$ cat src/design/bltg_pkg.sv
// bltg_pkg: shared types and constants for the bouncing line trail generator
// no dependencies; used by every module of the block by scoped names

package bltg_pkg;

	// sizes of the trail memory and the palette
	localparam int RING_DEPTH   = 64;
	localparam int PALETTE_SIZE = 256;

	// the trail is stored one line (two points) per memory word
	localparam int RING_PAIRS = RING_DEPTH / 2;
	localparam int PAIR_W     = (RING_PAIRS > 1) ? $clog2(RING_PAIRS) : 1;
	localparam int CNT_W      = $clog2(RING_PAIRS + 1);
	localparam int PS_W       = ($clog2(RING_DEPTH + 1) > 7) ? $clog2(RING_DEPTH + 1) : 7;
	localparam int PAL_W      = $clog2(PALETTE_SIZE);

	// field widths
	localparam int COORD_W = 14;
	localparam int VEL_W   = 8;
	localparam int RAND_W  = 31;
	localparam int REM_W   = 12;

	// remainder units retire this many dividend bits per cycle
	localparam int DIGITS_PER_STEP = 4;
	localparam int DIV_STEPS       = 32 / DIGITS_PER_STEP;
	localparam int DIV_CNT_W       = $clog2(DIV_STEPS);

	// lane count: four speed words and four start position words
	localparam int LANES = 8;

	// configuration register indexes
	localparam logic [2:0] CFG_SCREEN_WIDTH  = 3'd0;
	localparam logic [2:0] CFG_SCREEN_HEIGHT = 3'd1;
	localparam logic [2:0] CFG_SPEED_SPAN    = 3'd2;
	localparam logic [2:0] CFG_SPEED_BASE    = 3'd3;
	localparam logic [2:0] CFG_POINT_SLOTS   = 3'd4;
	localparam logic [2:0] CFG_COLOR_COUNT   = 3'd5;
	localparam logic [2:0] CFG_MONO_MODE     = 3'd6;

	// input command codes
	localparam logic CMD_STEP  = 1'b0;
	localparam logic CMD_START = 1'b1;

	// one remembered line: first point then second point
	typedef struct packed {
		logic [COORD_W-1:0] x0;
		logic [COORD_W-1:0] y0;
		logic [COORD_W-1:0] x1;
		logic [COORD_W-1:0] y1;
	} line_t;

	// trail memory request
	typedef struct packed {
		logic              rd_en;
		logic [PAIR_W-1:0] rd_addr;
		logic              wr_en;
		logic [PAIR_W-1:0] wr_addr;
		logic              clear;
	} ring_req_t;

	// remainder lane control
	typedef struct packed {
		logic load;
		logic run;
	} lane_ctl_t;

	// sequencer states
	typedef enum logic [2:0] {
		ST_IDLE = 3'b001,
		ST_DIV  = 3'b010,
		ST_UPD  = 3'b100
	} state_t;

endpackage

$ cat src/design/bouncing_line_trail_generator_unit.sv
// bouncing_line_trail_generator_unit: top level, sequencer, endpoint state
// depends on bltg_pkg, bltg_mod_lane and bltg_trail_ring
//
// Each input beat passes through the sequencer states in order: ST_IDLE accepts
// the beat and reads the oldest line from the trail memory, ST_DIV runs the
// remainder lanes (four bits of each 31-bit random word per cycle, eight
// lanes side by side), and ST_UPD moves the endpoints, writes the new line
// back and loads the output register. A start beat gives no result; a step
// beat gives one. The next beat is accepted while a result still waits in
// the output register, but the update of that next step waits until the
// register is free. The trail memory needs no clearing pass after reset or
// start. Configuration writes must be made while the block is idle.

module bouncing_line_trail_generator_unit (
	input  logic         clk,
	input  logic         arst_n,
	// input stream
	input  logic         s_tvalid,
	output logic         s_tready,
	// rand_vx_a, rand_vy_a, rand_vx_b, rand_vy_b,
	// rand_px_a, rand_py_a, rand_px_b, rand_py_b (31 bits each)
	input  logic [247:0] s_tdata,
	// command
	input  logic         s_tuser,
	// output stream
	output logic         m_tvalid,
	input  logic         m_tready,
	// erase_x0, erase_y0, erase_x1, erase_y1, draw_x0, draw_y0,
	// draw_x1, draw_y1 (14 bits each), color_index (8 bits)
	output logic [119:0] m_tdata,
	// use_white
	output logic         m_tuser,
	// configuration writes
	input  logic         cfg_we,
	input  logic [2:0]   cfg_index,
	input  logic [11:0]  cfg_data
);

	localparam int CW = bltg_pkg::COORD_W;
	localparam int VW = bltg_pkg::VEL_W;

	// configuration registers
	logic [11:0] screen_width_q;
	logic [11:0] screen_height_q;
	logic [6:0]  speed_span_q;
	logic [5:0]  speed_base_q;
	logic [6:0]  point_slots_q;
	logic [8:0]  color_count_q;
	logic        mono_mode_q;

	// block state
	bltg_pkg::state_t                 state_q;
	logic [bltg_pkg::DIV_CNT_W-1:0]   div_cnt_q;
	logic                             cmd_q;
	logic [CW-1:0]                    pos_q [4];
	logic [VW-1:0]                    vel_q [4];
	logic [bltg_pkg::PAIR_W-1:0]      wp_q;
	logic [bltg_pkg::PAL_W-1:0]       pal_q;

	// output register
	logic         m_tvalid_q;
	logic [119:0] m_tdata_q;
	logic         m_tuser_q;

	// lanes and trail memory
	bltg_pkg::lane_ctl_t              lane_ctl;
	logic [bltg_pkg::REM_W-1:0]       lane_div [bltg_pkg::LANES];
	logic [bltg_pkg::REM_W-1:0]       lane_rem [bltg_pkg::LANES];
	bltg_pkg::ring_req_t              ring_req;
	bltg_pkg::line_t                  wr_line;
	bltg_pkg::line_t                  rd_line;

	// derived control
	logic                             s_accept;
	logic                             out_free;
	logic                             upd_go;
	logic [bltg_pkg::PS_W-1:0]        ps_ext;
	logic [bltg_pkg::CNT_W-1:0]       pairs;
	logic [bltg_pkg::PAIR_W-1:0]      wp_eff;
	logic [bltg_pkg::CNT_W-1:0]       wp_inc;
	logic [bltg_pkg::PAIR_W-1:0]      first_p;
	logic [6:0]                       span_eff;
	logic [11:0]                      lim [4];
	logic [CW-1:0]                    pos_n [4];
	logic [VW-1:0]                    vel_n [4];
	logic [CW-1:0]                    start_pos [4];
	logic [VW-1:0]                    speed [4];
	logic                             colored;
	logic [8:0]                       pal_lim;
	logic [bltg_pkg::PAL_W-1:0]       pal_use;
	logic [8:0]                       pal_inc;
	logic [bltg_pkg::PAL_W-1:0]       pal_next;

	assign s_accept = s_tvalid && s_tready;
	assign s_tready = (state_q == bltg_pkg::ST_IDLE);
	assign out_free = !m_tvalid_q || m_tready;
	assign upd_go   = (state_q == bltg_pkg::ST_UPD) && ((cmd_q == bltg_pkg::CMD_START) || out_free);

	// configuration write port
	always_ff @(posedge clk or negedge arst_n) begin
		if (!arst_n) begin
			screen_width_q  <= 12'd1280;
			screen_height_q <= 12'd1024;
			speed_span_q    <= 7'd16;
			speed_base_q    <= 6'd5;
			point_slots_q   <= 7'd64;
			color_count_q   <= 9'd256;
			mono_mode_q     <= 1'b0;
		end else if (cfg_we) begin
			case (cfg_index)
				bltg_pkg::CFG_SCREEN_WIDTH:  screen_width_q  <= cfg_data;
				bltg_pkg::CFG_SCREEN_HEIGHT: screen_height_q <= cfg_data;
				bltg_pkg::CFG_SPEED_SPAN:    speed_span_q    <= cfg_data[6:0];
				bltg_pkg::CFG_SPEED_BASE:    speed_base_q    <= cfg_data[5:0];
				bltg_pkg::CFG_POINT_SLOTS:   point_slots_q   <= cfg_data[6:0];
				bltg_pkg::CFG_COLOR_COUNT:   color_count_q   <= cfg_data[8:0];
				bltg_pkg::CFG_MONO_MODE:     mono_mode_q     <= cfg_data[0];
				default: ;
			endcase
		end
	end

	// line count in use and trail pointers
	always_comb begin
		ps_ext = bltg_pkg::PS_W'(point_slots_q);
		if (ps_ext >= bltg_pkg::PS_W'(bltg_pkg::RING_DEPTH))
			pairs = bltg_pkg::CNT_W'(bltg_pkg::RING_PAIRS);
		else if (ps_ext < bltg_pkg::PS_W'(2))
			pairs = bltg_pkg::CNT_W'(1);
		else
			pairs = bltg_pkg::CNT_W'(ps_ext >> 1);
		wp_eff  = (bltg_pkg::CNT_W'(wp_q) >= pairs) ? '0 : wp_q;
		wp_inc  = bltg_pkg::CNT_W'(wp_eff) + bltg_pkg::CNT_W'(1);
		first_p = (wp_inc == pairs) ? '0 : bltg_pkg::PAIR_W'(wp_inc);
	end

	// speed modulus clamped to one through 64
	always_comb begin
		if (speed_span_q == 7'd0)
			span_eff = 7'd1;
		else if (speed_span_q > 7'd64)
			span_eff = 7'd64;
		else
			span_eff = speed_span_q;
	end

	// lane divisors: speed words first, then start position words
	always_comb begin
		lim[0] = screen_width_q;
		lim[1] = screen_height_q;
		lim[2] = screen_width_q;
		lim[3] = screen_height_q;
		for (int c = 0; c < 4; c++) begin
			lane_div[c]     = {5'd0, span_eff};
			lane_div[c + 4] = lim[c];
		end
	end

	assign lane_ctl.load = s_accept;
	assign lane_ctl.run  = (state_q == bltg_pkg::ST_DIV);

	// remainder lanes
	for (genvar g = 0; g < bltg_pkg::LANES; g++) begin : g_lane
		bltg_mod_lane u_lane (
			.clk      (clk),
			.arst_n   (arst_n),
			.ctl      (lane_ctl),
			.dividend (s_tdata[g*bltg_pkg::RAND_W +: bltg_pkg::RAND_W]),
			.divisor  (lane_div[g]),
			.rem      (lane_rem[g])
		);
	end

	// endpoint motion, bounce and start values
	always_comb begin
		for (int c = 0; c < 4; c++) begin
			speed[c]     = {1'b0, {1'b0, lane_rem[c][5:0]} + {1'b0, speed_base_q}};
			start_pos[c] = (lim[c] == 12'd0) ? '0 : {2'b00, lane_rem[c + 4]};
			pos_n[c]     = pos_q[c] + {{(CW - VW){vel_q[c][VW-1]}}, vel_q[c]};
			if (pos_n[c][CW-1])
				vel_n[c] = speed[c];
			else if ($signed(pos_n[c]) > $signed({2'b00, lim[c]}))
				vel_n[c] = -speed[c];
			else
				vel_n[c] = vel_q[c];
		end
	end

	// palette cycling
	always_comb begin
		colored  = !mono_mode_q && (color_count_q > 9'd2);
		pal_lim  = (color_count_q > 9'(bltg_pkg::PALETTE_SIZE)) ?
			9'(bltg_pkg::PALETTE_SIZE) : color_count_q;
		pal_use  = (9'(pal_q) >= pal_lim) ? '0 : pal_q;
		pal_inc  = 9'(pal_use) + 9'd1;
		pal_next = (pal_inc >= pal_lim) ? '0 : bltg_pkg::PAL_W'(pal_inc);
	end

	// trail memory access: read the oldest line on accept, write back on a step update, clear on a start
	always_comb begin
		ring_req.rd_en   = s_accept;
		ring_req.rd_addr = first_p;
		ring_req.wr_en   = upd_go && (cmd_q == bltg_pkg::CMD_STEP);
		ring_req.wr_addr = wp_eff;
		ring_req.clear   = upd_go && (cmd_q == bltg_pkg::CMD_START);
		wr_line.x0       = pos_n[0];
		wr_line.y0       = pos_n[1];
		wr_line.x1       = pos_n[2];
		wr_line.y1       = pos_n[3];
	end

	bltg_trail_ring u_ring (
		.clk     (clk),
		.arst_n  (arst_n),
		.req     (ring_req),
		.wr_line (wr_line),
		.rd_line (rd_line)
	);

	// sequencer
	always_ff @(posedge clk or negedge arst_n) begin
		if (!arst_n) begin
			state_q   <= bltg_pkg::ST_IDLE;
			div_cnt_q <= '0;
		end else begin
			case (state_q)
				bltg_pkg::ST_IDLE: begin
					div_cnt_q <= '0;
					if (s_accept)
						state_q <= bltg_pkg::ST_DIV;
				end
				bltg_pkg::ST_DIV: begin
					div_cnt_q <= div_cnt_q + 1'b1;
					if (div_cnt_q == bltg_pkg::DIV_CNT_W'(bltg_pkg::DIV_STEPS - 1))
						state_q <= bltg_pkg::ST_UPD;
				end
				bltg_pkg::ST_UPD: begin
					if (upd_go)
						state_q <= bltg_pkg::ST_IDLE;
				end
				default: state_q <= bltg_pkg::ST_IDLE;
			endcase
		end
	end

	// command of the beat in flight
	always_ff @(posedge clk) begin
		if (s_accept)
			cmd_q <= s_tuser;
	end

	// endpoint, velocity, pointer and palette state
	always_ff @(posedge clk or negedge arst_n) begin
		if (!arst_n) begin
			for (int c = 0; c < 4; c++) begin
				pos_q[c] <= '0;
				vel_q[c] <= '0;
			end
			wp_q  <= '0;
			pal_q <= '0;
		end else if (upd_go) begin
			if (cmd_q == bltg_pkg::CMD_START) begin
				for (int c = 0; c < 4; c++) begin
					pos_q[c] <= start_pos[c];
					vel_q[c] <= speed[c];
				end
				wp_q  <= '0;
				pal_q <= '0;
			end else begin
				for (int c = 0; c < 4; c++) begin
					pos_q[c] <= pos_n[c];
					vel_q[c] <= vel_n[c];
				end
				wp_q <= first_p;
				if (colored)
					pal_q <= pal_next;
			end
		end
	end

	// output register
	always_ff @(posedge clk or negedge arst_n) begin
		if (!arst_n) begin
			m_tvalid_q <= 1'b0;
		end else if (upd_go && (cmd_q == bltg_pkg::CMD_STEP)) begin
			m_tvalid_q <= 1'b1;
		end else if (m_tready) begin
			m_tvalid_q <= 1'b0;
		end
	end

	always_ff @(posedge clk) begin
		if (upd_go && (cmd_q == bltg_pkg::CMD_STEP)) begin
			m_tdata_q <= {colored ? 8'(pal_use) : 8'd0,
				pos_n[3], pos_n[2], pos_n[1], pos_n[0],
				rd_line.y1, rd_line.x1, rd_line.y0, rd_line.x0};
			m_tuser_q <= !colored;
		end
	end

	assign m_tvalid = m_tvalid_q;
	assign m_tdata  = m_tdata_q;
	assign m_tuser  = m_tuser_q;

	// the trail write stays inside the lines in use
	a_wr_in_range: assert property (@(posedge clk) disable iff (!arst_n)
		ring_req.wr_en |-> (bltg_pkg::CNT_W'(ring_req.wr_addr) < pairs))
		else $error("trail write beyond the lines in use");

	// a start leaves the trail pointer and palette position at zero
	a_start_clears: assert property (@(posedge clk) disable iff (!arst_n)
		(upd_go && (cmd_q == bltg_pkg::CMD_START)) |=> (wp_q == '0) && (pal_q == '0))
		else $error("start did not clear the trail pointer or palette");

	// a step result never overwrites a beat that was not taken
	a_stall_holds: assert property (@(posedge clk) disable iff (!arst_n)
		((state_q == bltg_pkg::ST_UPD) && (cmd_q == bltg_pkg::CMD_STEP) && !out_free)
		|=> (state_q == bltg_pkg::ST_UPD))
		else $error("update left while the output beat was pending");

	// a new result appears only right after an update
	a_valid_from_update: assert property (@(posedge clk) disable iff (!arst_n)
		$rose(m_tvalid_q) |-> ($past(state_q) == bltg_pkg::ST_UPD))
		else $error("output beat raised outside an update");

endmodule

$ cat src/design/bltg_mod_lane.sv
// bltg_mod_lane: restoring remainder unit, several dividend bits per cycle
// depends on bltg_pkg for widths and the lane control struct

module bltg_mod_lane (
	input  logic                       clk,
	input  logic                       arst_n,
	input  bltg_pkg::lane_ctl_t        ctl,
	input  logic [bltg_pkg::RAND_W-1:0] dividend,
	input  logic [bltg_pkg::REM_W-1:0]  divisor,
	output logic [bltg_pkg::REM_W-1:0]  rem
);

	logic [31:0]                  num_q;
	logic [bltg_pkg::REM_W-1:0]   div_q;
	logic [bltg_pkg::REM_W-1:0]   rem_q;
	logic [bltg_pkg::REM_W-1:0]   rem_n;
	logic [bltg_pkg::REM_W:0]     part;

	// shift in the next dividend bits, subtract where the divisor fits
	always_comb begin
		part = {1'b0, rem_q};
		for (int i = 0; i < bltg_pkg::DIGITS_PER_STEP; i++) begin
			part = {part[bltg_pkg::REM_W-1:0], num_q[31-i]};
			if (part >= {1'b0, div_q})
				part = part - {1'b0, div_q};
		end
		rem_n = part[bltg_pkg::REM_W-1:0];
	end

	// operand and partial remainder registers
	always_ff @(posedge clk or negedge arst_n) begin
		if (!arst_n) begin
			rem_q <= '0;
		end else if (ctl.load) begin
			rem_q <= '0;
		end else if (ctl.run) begin
			rem_q <= rem_n;
		end
	end

	always_ff @(posedge clk) begin
		if (ctl.load) begin
			num_q <= {1'b0, dividend};
			div_q <= divisor;
		end else if (ctl.run) begin
			num_q <= {num_q[31-bltg_pkg::DIGITS_PER_STEP:0], {bltg_pkg::DIGITS_PER_STEP{1'b0}}};
		end
	end

	assign rem = rem_q;

endmodule

$ cat src/design/bltg_trail_ring.sv
// bltg_trail_ring: trail memory, one line per word, registered read
// depends on bltg_pkg; valid bits make unwritten lines read as zero points

module bltg_trail_ring (
	input  logic                clk,
	input  logic                arst_n,
	input  bltg_pkg::ring_req_t req,
	input  bltg_pkg::line_t     wr_line,
	output bltg_pkg::line_t     rd_line
);

	bltg_pkg::line_t                 mem [bltg_pkg::RING_PAIRS];
	logic [bltg_pkg::RING_PAIRS-1:0] valid_q;
	bltg_pkg::line_t                 rdata_q;
	logic                            rvalid_q;

	// memory write port
	always_ff @(posedge clk) begin
		if (req.wr_en) begin
			mem[req.wr_addr] <= wr_line;
		end
	end

	// memory read port
	always_ff @(posedge clk) begin
		if (req.rd_en) begin
			rdata_q <= mem[req.rd_addr];
		end
	end

	// per-line valid bits, cleared on reset and on start
	always_ff @(posedge clk or negedge arst_n) begin
		if (!arst_n) begin
			valid_q  <= '0;
			rvalid_q <= 1'b0;
		end else begin
			if (req.clear) begin
				valid_q <= '0;
			end else if (req.wr_en) begin
				valid_q[req.wr_addr] <= 1'b1;
			end
			if (req.rd_en) begin
				rvalid_q <= valid_q[req.rd_addr];
			end
		end
	end

	assign rd_line = rvalid_q ? rdata_q : '0;

endmodule
$ cat config.mk
export PLATFORM = sky130hd
export DESIGN_NAME = bouncing_line_trail_generator_unit
export DESIGN_NICKNAME = d
export VERILOG_FILES = /design/src/design/bltg_pkg.sv /design/src/design/bouncing_line_trail_generator_unit.sv /design/src/design/bltg_mod_lane.sv /design/src/design/bltg_trail_ring.sv
export SDC_FILE = /design/constraint.sdc
export NUM_CORES = 2
export LEC_CHECK = 0
export BUFFER_PORTS_ARGS = -buffer_cell sky130_fd_sc_hd__buf_2
export CORE_ASPECT_RATIO = 1.75
export CORE_MARGIN = 1.5
export CORE_UTILIZATION = 45
export DETAILED_ROUTE_END_ITERATION = 12
export PLACE_DENSITY = 0.61
export SETUP_SLACK_MARGIN = 0.1
export SLEW_MARGIN = 10
export SYNTH_ARGS = -nofsm -noshare
export SYNTH_HDL_FRONTEND = slang
export SYNTH_HIERARCHICAL = 1
export SYNTH_SLANG_ARGS = --single-unit
$ cat constraint.sdc
create_clock -name clk -period 10.7 [get_ports clk]
set_clock_uncertainty 0.15 [all_clocks]
set_input_delay 1.605 -clock clk [delete_from_list [all_inputs] [get_ports clk]]
set_output_delay 1.605 -clock clk [all_outputs]
set_load 0.02 [all_outputs]
==> impl_metrics.csv <==
group,metric,value,unit
run_status,outcome,"complete, no violations",
sta,grt_setup_unrepaired,"no",
layout,layout.nets,9678,
drt,drt_pass1_iterations,6,
sta,hold_ws,0.3393,ns
global_route,first_global_vias,78730,
layout,areaGrowthSynthToFinish,12.52,%
layout,drive_gt1_share,24.66,%
critical_path,reg2reg_depth,34,
synthesis,post_syn_instances,8206,
die,die_y,702.8,um
clock_network,tritoncts_clock_tree,"yes",
die,die_area,283100,um^2
synthesis,synth_area_per_cell,15.35,um^2
sta,tightestPinTransition,1.296,ns
sta,maxSlewHeadroom,13.44,%
drt,drt_antenna_net_count,0,
critical_path,worst_setup_path_start_kind,"register",
critical_path,worst_setup_path_endpoint,"g_lane[1].u_lane/rem[0]",
synthesis,synth.area.top_cells,"edfxtp_1 (55%), mux4_2 (10%), dfrtp_1 (5.6%), ha_1 (5.3%), mux2_2 (3.9%)",
drt,iteration_0_drc_markers,5839,
critical_path,crit_slowest_cell,"edfxtp_1",
critical_path,critPathLaunch,"g_lane[1].u_lane/div_q[1]",
placed_design,dp_hpwl,235600,um
critical_path,critical_path.reg2reg.endpoint,"g_lane[1].u_lane/rem[0]",
clock_network,clock_buffers_created_by_tritoncts,241,
synthesis,postSynth.asyncResetShare,11.10,%
synthesis,syn-cell-area,125900,um^2
synthesis,yosys.area.top_type,"edfxtp_1",
global_route,grt_antenna_before_repair,13,
clock_network,cts_root_buf,"clkbuf_16",
synthesis,synth.most_common_cell,"edfxtp_1",
drt,avgViaCountPerCell,5.982,
critical_path,rr_startpoint,"g_lane[1].u_lane/div_q[1]",
sta,timing_max_transition_violations_final,0,
synthesis,seq_area_frac_synth,61.08,%
die,io_pins,392,
synthesis,yosys_warnings,6,
synthesis,synth.cells.most_frequent,"edfxtp_1 (2314), mux4_2 (560), ha_1 (538)",
global_route,gr-total-overflow,0,
drt,drt-total-wl,361900,um
clock_network,clkSlewWorstSetupHoldPaths,0.08,ns
die,start_util,45.29,%
drt,route.vias.total,75650,
drt,drc_errors,0,
clock_network,max-clock-path-buffers,4,
placed_design,gp_congestion,0.9240,
synthesis,postSynthRegisterBits,2612,
drt,routed_wire_length_per_instance,28.62,um
clock_network,cts.htree.levels,4,
clock_network,clock_sink_count,2612,
sta,fin_tns_setup,0,ns
global_route,grtUsageTotal,25.37,%
sta,period_needed,10.03,ns
critical_path,setup.reg_to_reg.worst_slack,0.67,ns
global_route,wire_length_of_the_first_global_routing_pass,524600,um
sta,hold_violations,0,
sta,max_freq,99.68,MHz
die,core_area,278000,um^2
placed_design,io_buffer_count,391,
critical_path,cp_max_fo,19,
critical_path,cp.arrival,10.66,ns
critical_path,cpPeakStageDelay,0.52,ns
die,placementRows,256,
clock_network,cts.hold.buffers_added,0,
critical_path,worst-endpoint-required,11.33,ns
min_path,holdCritPathClass,"reg2reg",
die,overall_die_width,402.9,um
synthesis,netlist-cell-type-count,112,
global_route,largest_net_degree_at_the_start_of_global_routing,155,
clock_network,insertion_delay,0.92,ns
layout,nFillCells,23060,
sta,fin_crit_sh,93.76,%
critical_path,end_kind,"register",
synthesis,synth_top_area_share,55.18,%
critical_path,critPathKind,"reg2reg",
synthesis,synth_ff_type,"edfxtp_1",
synthesis,synth-edff-count,2314,
sta,timing.final.setup_violations,0,
run,drv.max_cap_violation_count,0,
==> cells by family (layout without fill, tap and decap cells) <==
kind of cell               count (synthesis)  count (layout)  share of synthesized area (%)
adders and majority gates                578             578                          5.981
muxes                                   1163            1163                          15.29
and+or+nand+nor                         1597            1597                          6.208
DFF                                     2612            2612                          61.08
xor gates and xnor gates                 336             336                          2.337
buffers and inverters                    626            1430                          2.119
AOI/OAI and AO/OA                       1293            1293                          6.981
other                                      1              26                       0.002978
==> registers in the layout (all words and copies together), names as in the netlist, 3 cells and up <==
signal               flops
u_ring/mem            1792
g_lane.u_lane/num_q    256
m_tdata                120
g_lane.u_lane/div_q     96
g_lane.u_lane/rem       96
pos_q                   56
u_ring/rdata_q          56
u_ring/valid_q          32
vel_q                   32
screen_height_q         12
screen_width_q          12
color_count_q            9
pal_q                    8
speed_span_q             7
point_slots_q            6
speed_base_q             6
wp_q                     5
div_cnt_q                3
state_q                  3
==> cell usage in the layout, fill, tap and decap left out, types with 27 or more instances in the layout <==
| master | instances |
|---|---|
| a31oi_1 | 30 |
| mux2_2 | 439 |
| buf_4 | 240 |
| buf_2 | 390 |
| a211oi_1 | 99 |
| fa_1 | 40 |
| a21o_1 | 120 |
| mux2i_1 | 141 |
| a221o_1 | 27 |
| or3_1 | 47 |
| o21ai_0 | 257 |
| o211ai_1 | 32 |
| a21boi_0 | 31 |
| clkinv_1 | 46 |
| a21oi_1 | 306 |
| ha_1 | 537 |
| o21a_1 | 67 |
| dfrtp_1 | 280 |
| nand3_1 | 98 |
| edfxtp_1 | 2314 |
| clkbuf_1 | 47 |
| nor3_1 | 83 |
| xor2_1 | 113 |
| and2_1 | 116 |
| inv_1 | 338 |
| xnor2_2 | 37 |
| clkinv_2 | 40 |
| nor2_1 | 472 |
| o21bai_1 | 31 |
| a22oi_1 | 29 |
| nand2b_1 | 60 |
| xnor2_1 | 178 |
| clkbuf_16 | 244 |
| nor2_4 | 36 |
| mux4_2 | 560 |
| nand2_1 | 362 |
| nor2b_1 | 81 |
| nand4_1 | 61 |
==> worst min-delay path by stage <==
stage | startpoint | cells past startpoint | endpoint | slack, ns
final | g_lane[3].u_lane/num_q[27] | 2 | g_lane[3].u_lane/num_q[31] | 0.34
after global routing | g_lane[2].u_lane/num_q[27] | 2 | g_lane[2].u_lane/num_q[31] | 0.36
after CTS | g_lane[3].u_lane/num_q[27] | 2 | g_lane[3].u_lane/num_q[31] | 0.35
after detailed placement | g_lane[3].u_lane/num_q[27] | 2 | g_lane[3].u_lane/num_q[31] | 0.33
after global placement | g_lane[2].u_lane/num_q[27] | 2 | g_lane[2].u_lane/num_q[31] | 0.32
after floorplan | vel_q[0] | 2 | vel_q[0] | 0.30
==> final cells by class <==
| class | count | area (um^2) | share of cell area, % |
|---|---|---|---|
| clock buffers | 294 | 6324 | 4.463 |
| repair buffers | 646 | 4069 | 2.872 |
| diodes | 6 | 15.01 | 0.01060 |
| flip-flops and latches | 2612 | 76920 | 54.28 |
| well taps | 3612 | 4519 | 3.189 |
| clock inverters | 147 | 1429 | 1.008 |
| inverters | 343 | 1295 | 0.9139 |
| multi-input cells | 4987 | 47130 | 33.26 |
==> repair_timing <==
| action | CTS | global route |
|---|---|---|
| setup endpoints to repair | 0 | 48 |
| setup buffers | 0 | 3 |
| gates resized for setup | 0 | 12 |
==> metrics by stage <==
stage / utilization [%] / cells / cell area (um^2) / setup WS [ns]
final: 50.96 / 12650 / 141700 / 0.6677
after global routing: 50.96 / 12640 / 141700 / 0.1036
after CTS: 50.94 / 12640 / 141600 / 0.4256
after detailed placement: 48.15 / 12200 / 133900 / 0.4318
after floorplan: - / 8225 / 126000 / 0.3490
after global placement: 48.15 / 12200 / 133900 / 0.4671
==> worst max-delay path, delay by kind of cell (launching register included) <==
family | cells | cell delay, ns
AOI/OAI and AO/OA | 19 | 4.79
muxes | 4 | 1.54
adders and majority gates | 4 | 1.26
and+or+nand+nor | 5 | 1.23
DFF | 1 | 0.52
buffers and inverters | 2 | 0.43
==> layer usage <==
| layer | vias up | track usage [%] | routed length [um] |
|---|---|---|---|
| met3 | 795 | 2.921 | 17370 |
| met1 | 39110 | 27.82 | 127200 |
| met2 | 2412 | 47.89 | 196400 |
| met4 | 6 | 12.80 | 20980 |
| li1 | 33340 | - | - |
| met5 | - | 0 | 39 |
Power is left out: the tool's default activity adds up to more than one toggle a clock period on the data nets, which glitch-free logic cannot reach.
